## src/sv/assert_macros.svh

```systemverilog
// Assertion macros shared by the maze carver RTL.
// Included by the modules that carry concurrent checks; no other dependencies.
`ifndef ASSERT_MACROS_SVH
`define ASSERT_MACROS_SVH

`ifndef SYNTH

// Check with a clock and an active-low reset that masks the property.
`define MDC_ASSERT(name, clk, rst_n, prop, msg) \
    name: assert property (@(posedge clk) disable iff (!(rst_n)) (prop)) else $error(msg);

// Check that also holds while reset is applied.
`define MDC_ASSERT_ALWAYS(name, clk, prop, msg) \
    name: assert property (@(posedge clk) (prop)) else $error(msg);

`else

`define MDC_ASSERT(name, clk, rst_n, prop, msg)
`define MDC_ASSERT_ALWAYS(name, clk, prop, msg)

`endif

`endif

```

## src/sv/mdc_ram.sv

```systemverilog
// Generic simple dual-port RAM: one write port, one read port, registered read.
// No dependencies.
`timescale 1ns / 1ps

module mdc_ram #(
    parameter int WIDTH = 8,
    parameter int DEPTH = 16
) (
    input  logic                                    aclk,
    input  logic                                    we,
    input  logic [(DEPTH > 1 ? $clog2(DEPTH) : 1)-1:0] waddr,
    input  logic [WIDTH-1:0]                        wdata,
    input  logic [(DEPTH > 1 ? $clog2(DEPTH) : 1)-1:0] raddr,
    output logic [WIDTH-1:0]                        rdata
);

    logic [WIDTH-1:0] mem [DEPTH];

    always_ff @(posedge aclk) begin
        if (we) begin
            mem[waddr] <= wdata;
        end
        rdata <= mem[raddr];
    end

endmodule

```

## config.mk

```make
export PLATFORM = sky130hd
export DESIGN_NAME = mdc_ram
export DESIGN_NICKNAME = d
export VERILOG_FILES = /design/src/sv/assert_macros.svh /design/src/sv/mdc_ram.sv
export SDC_FILE = /design/constraint.sdc
export NUM_CORES = 1
export LEC_CHECK = 0
export BUFFER_PORTS_ARGS = -buffer_cell sky130_fd_sc_hd__buf_4
export CAP_MARGIN = 10
export CORE_MARGIN = 10
export CORE_UTILIZATION = 25
export DETAILED_ROUTE_END_ITERATION = 16
export SYNTH_ARGS = -nofsm -noshare
export SYNTH_HDL_FRONTEND = slang
export SYNTH_SLANG_ARGS = --single-unit
```

## constraint.sdc

```tcl
create_clock -name aclk -period 3.6 [get_ports aclk]
set_input_delay 0.36 -clock aclk [delete_from_list [all_inputs] [get_ports aclk]]
set_output_delay 0.36 -clock aclk [all_outputs]
set_load 0.01 [all_outputs]
```

==> Implementation_results.wiki <==
{| class="wikitable"
! Metric !! Value
|-
| Clk_skew || around 0.0097 ns
|-
| TritonCTS buffer count || 17
|-
| Area after DPL || about 5600 um2
|-
| Worst relative slew slack || ~28%
|-
| DRC violations left || 0
|-
| Core footprint || around 20000 um2
|-
| Type of the setup path with the least slack || input pin to register
|-
| Max Fclk || roughly 600 MHz
|-
| Io pins || 26
|-
| Maximum ir drop on the vdd rail || 412 uV
|-
| Post-DR vias/cell || 4.26
|-
| Pre-CTS setup slack || 1.52 ns
|-
| Count of mapped cells out of synthesis || 229
|-
| Mean routed wirelength per cell || about 19 um
|-
| Gate family responsible for the most delay along the worst path || multiplexers
|-
| Number of enable-type register cells in the synthesized netlist || between 100 and 150
|-
| Yosys warning total || 0
|-
| Wire length the detailed router placed on met1 || just under 5000 um
|-
| Net count of the mapped netlist || ~250
|-
| Final clock period utilization by the worst path || roughly 45%
|-
| Maximum clock path buffer count || 2
|-
| CP Buf/Inv Count || 1
|-
| Post-CTS clock slew at the launch and capture registers of the worst setup and hold paths || roughly 0.060 ns
|-
| Tmin final || 1.62 ns
|-
| Violation count after the first detailed-route iteration || 243
|-
| Start point of the critical path || raddr[0]
|-
| Area overhead of the layout relative to synthesis || 21.6%
|-
| Capture endpoint of the worst hold path || mem[14][6]
|-
| Total Die Area || roughly 27000 um2
|-
| Floorplan die height || around 160 um
|-
| TritonCTS clock tree || yes
|-
| Post-layout instance area || between 6000 and 7000 um2
|-
| Endpoint of the most critical register-to-register path || rdata[2]
|-
| Fraction of final layout cells sized beyond drive strength 1 || ~28%
|-
| Overflow left after global routing || 0
|-
| Final wirelength || between 10000 and 15000 um
|-
| Start point of the worst min-delay path || wdata[6]
|-
| CP Cell Sequence || buf_4, mux4_1, a22oi_1, nand2_1
|-
| Max-Cap Viols || 0
|-
| Clock net sink count || approximately 140
|-
| CP Data Arrival Time || 1.90 ns
|-
| Sum of negative setup slack || 0 ns
|-
| CP max stage cell || sky130_fd_sc_hd__mux4_1
|-
| Number of library cell types mapped by synthesis || 19
|-
| Count of buffers inserted at the top-level ports || 25
|-
| GRT Resource Usage Total || between 8 and 9%
|-
| Final slew viol count || 0
|-
| Worst hold path type || input pin to register
|-
| Most common cell after layout, fill and taps aside || sky130_fd_sc_hd__edfxtp_1
|-
| Cell depth of the worst flop-to-flop path || 3
|-
| Seq/Total Area, Yosys || 77.8%
|-
| Final Hold Vio Count || 0
|-
| Nets || 284
|-
| Worst reg2reg setup slack || roughly 2.2 ns
|-
| Routability congestion estimate || roughly 0.73
|-
| Number of antenna violations at the first check in global routing || 0
|-
| Placement row count || 52
|-
| Setup repair after global routing missed its margin || false
|-
| Maximum level of the CTS H-tree || 4
|-
| Number of post-CTS setup repair buffers || 0
|-
| Buffer cell driving the clock tree root || sky130_fd_sc_hd__clkbuf_16
|-
| Met3 wire length || 662 um
|-
| Pre-Repair DR Iteration Count || 4
|-
| Wire length on met2 || approximately 4700 um
|-
| Post-cts sizing count || 0
|-
| Worst stage delay on the critical path || between 0.6 and 0.7 ns
|-
| Final-report setup violation count || 0
|-
| End-of-flow core utilization || 30.9%
|-
| Horizontal extent of the die || roughly 160 um
|-
| Pin count of the biggest net entering global routing || 33
|-
| Number of global-route vias before repair || 2502
|-
| Antenna Diode Count || 0
|-
| Syn Area/Cell || around 22 um2
|-
| Skew-Pair Late Insertion Delay || approximately 0.41 ns
|-
| HPWL Detailed || about 7000 um
|-
| Leakage power summed over all cells || between 0.002 and 0.0025 uW
|-
| Post-Syn Area || between 5000 and 6000 um2
|-
| Worst-Margin Slew || between 1 and 1.5 ns
|-
| Required arrival time at the worst endpoint || about 3.9 ns
|-
| # hold bufs at CTS || 0
|-
| Startpoint of the worst register-to-register path || mem[10][2]
|-
| Async set-reset flop share out of synthesis || 0%
|-
| Top fanout value on the critical path || 32
|-
| #FFs+latches synth || approximately 140
|-
| Post-route ant nets || 0
|-
| Commonest cells after routing, fill and taps aside || sky130_fd_sc_hd__edfxtp_1, sky130_fd_sc_hd__buf_4, sky130_fd_sc_hd__mux4_2
|-
| Main synth FF type || sky130_fd_sc_hd__edfxtp_1
|-
| Worst hold path depth || 1
|-
| DR vias || between 2000 and 2500
|-
| Global-route wire length before repair || 15700 um
|-
| Areal power density over the cells || just over 600 nW/um2
|-
| Status || completed
|-
| Startpoint type of the worst setup path || input pin
|-
| Endpoint type of the worst setup path || register
|-
| Effective utilization at floorplan || about 25%
|-
| Top Layer Used || met4
|-
| Setup slack after layout || about 2.0 ns
|}
[layer usage]
metal / global-route usage, % / up-vias
met3: 2.92 / 6
met2: 11.8 / 73
met4: 3.49 / 0
met5: 0 / -
met1: 10.7 / 1213
li1: - / 1048
[through the flow]
step	hold slack, ns	instances	total power (uW)
CTS	0.250	549	3850
detailed placement	0.670	517	1990
finish	0.256	549	3820
global route	0.258	549	3930
floorplan	0.459	229	1910
global placement	0.652	515	1990
[worst reg2reg max path: cells and delay by family, from the launching register on]
family / cells / cell delay (ns)
simple gates: 1 / 0.08
mux: 1 / 0.49
flops: 1 / 0.37
compound gates: 1 / 0.33
[worst max path at each step]
| stage | to | cells after the start |
|---|---|---|
| finish | rdata[2] | 4 |
| global route | rdata[2] | 4 |
| CTS | mem[1][6] | 3 |
| detailed placement | mem[1][0] | 3 |
| global placement | mem[8][2] | 3 |
| floorplan | mem[0][0] | 2 |
[synthesized netlist by cell type, drive strengths merged, types with 2 or more instances]
library cell,count,area [um2]
a22oi,16,120
buf,7,56.3
clkdlybuf4s25,3,30.0
dfxtp,8,160
edfxtp,128,3840
mux4,32,773
nand2,9,33.8
nand2b,2,12.5
nand3b,2,15.0
nor2,13,48.8
nor3,4,20.0
[area by class of cell]
type	instances	area (um2)
Clock buffer	19	443
Clock inverter	13	203
Fill cell	1904	14000
Multi-Input combinational cell	83	1060
Sequential cell	136	4000
Tap cell	270	338
Timing Repair Buffer	28	210
[power by group]
part	internal, uW	total (uW)	switching (uW)
Clock	1240	1860	620
Sequential	1770	1790	14.8
Combinational	74.3	169	95.1
Total	3090	3820	730
[sequential cells by signal, summed over array words and instances, names as in the netlist]
name	count
mem	128
rdata	8
[cells by family after synthesis]
kind of cell / share of synthesized area [%]
muxes: 15.0
buffers and inverters: 1.68
and+or+nand+nor: 3.18
AOI/OAI and AO/OA: 2.33
DFF: 77.8
Power figures use the tool's default switching activity.
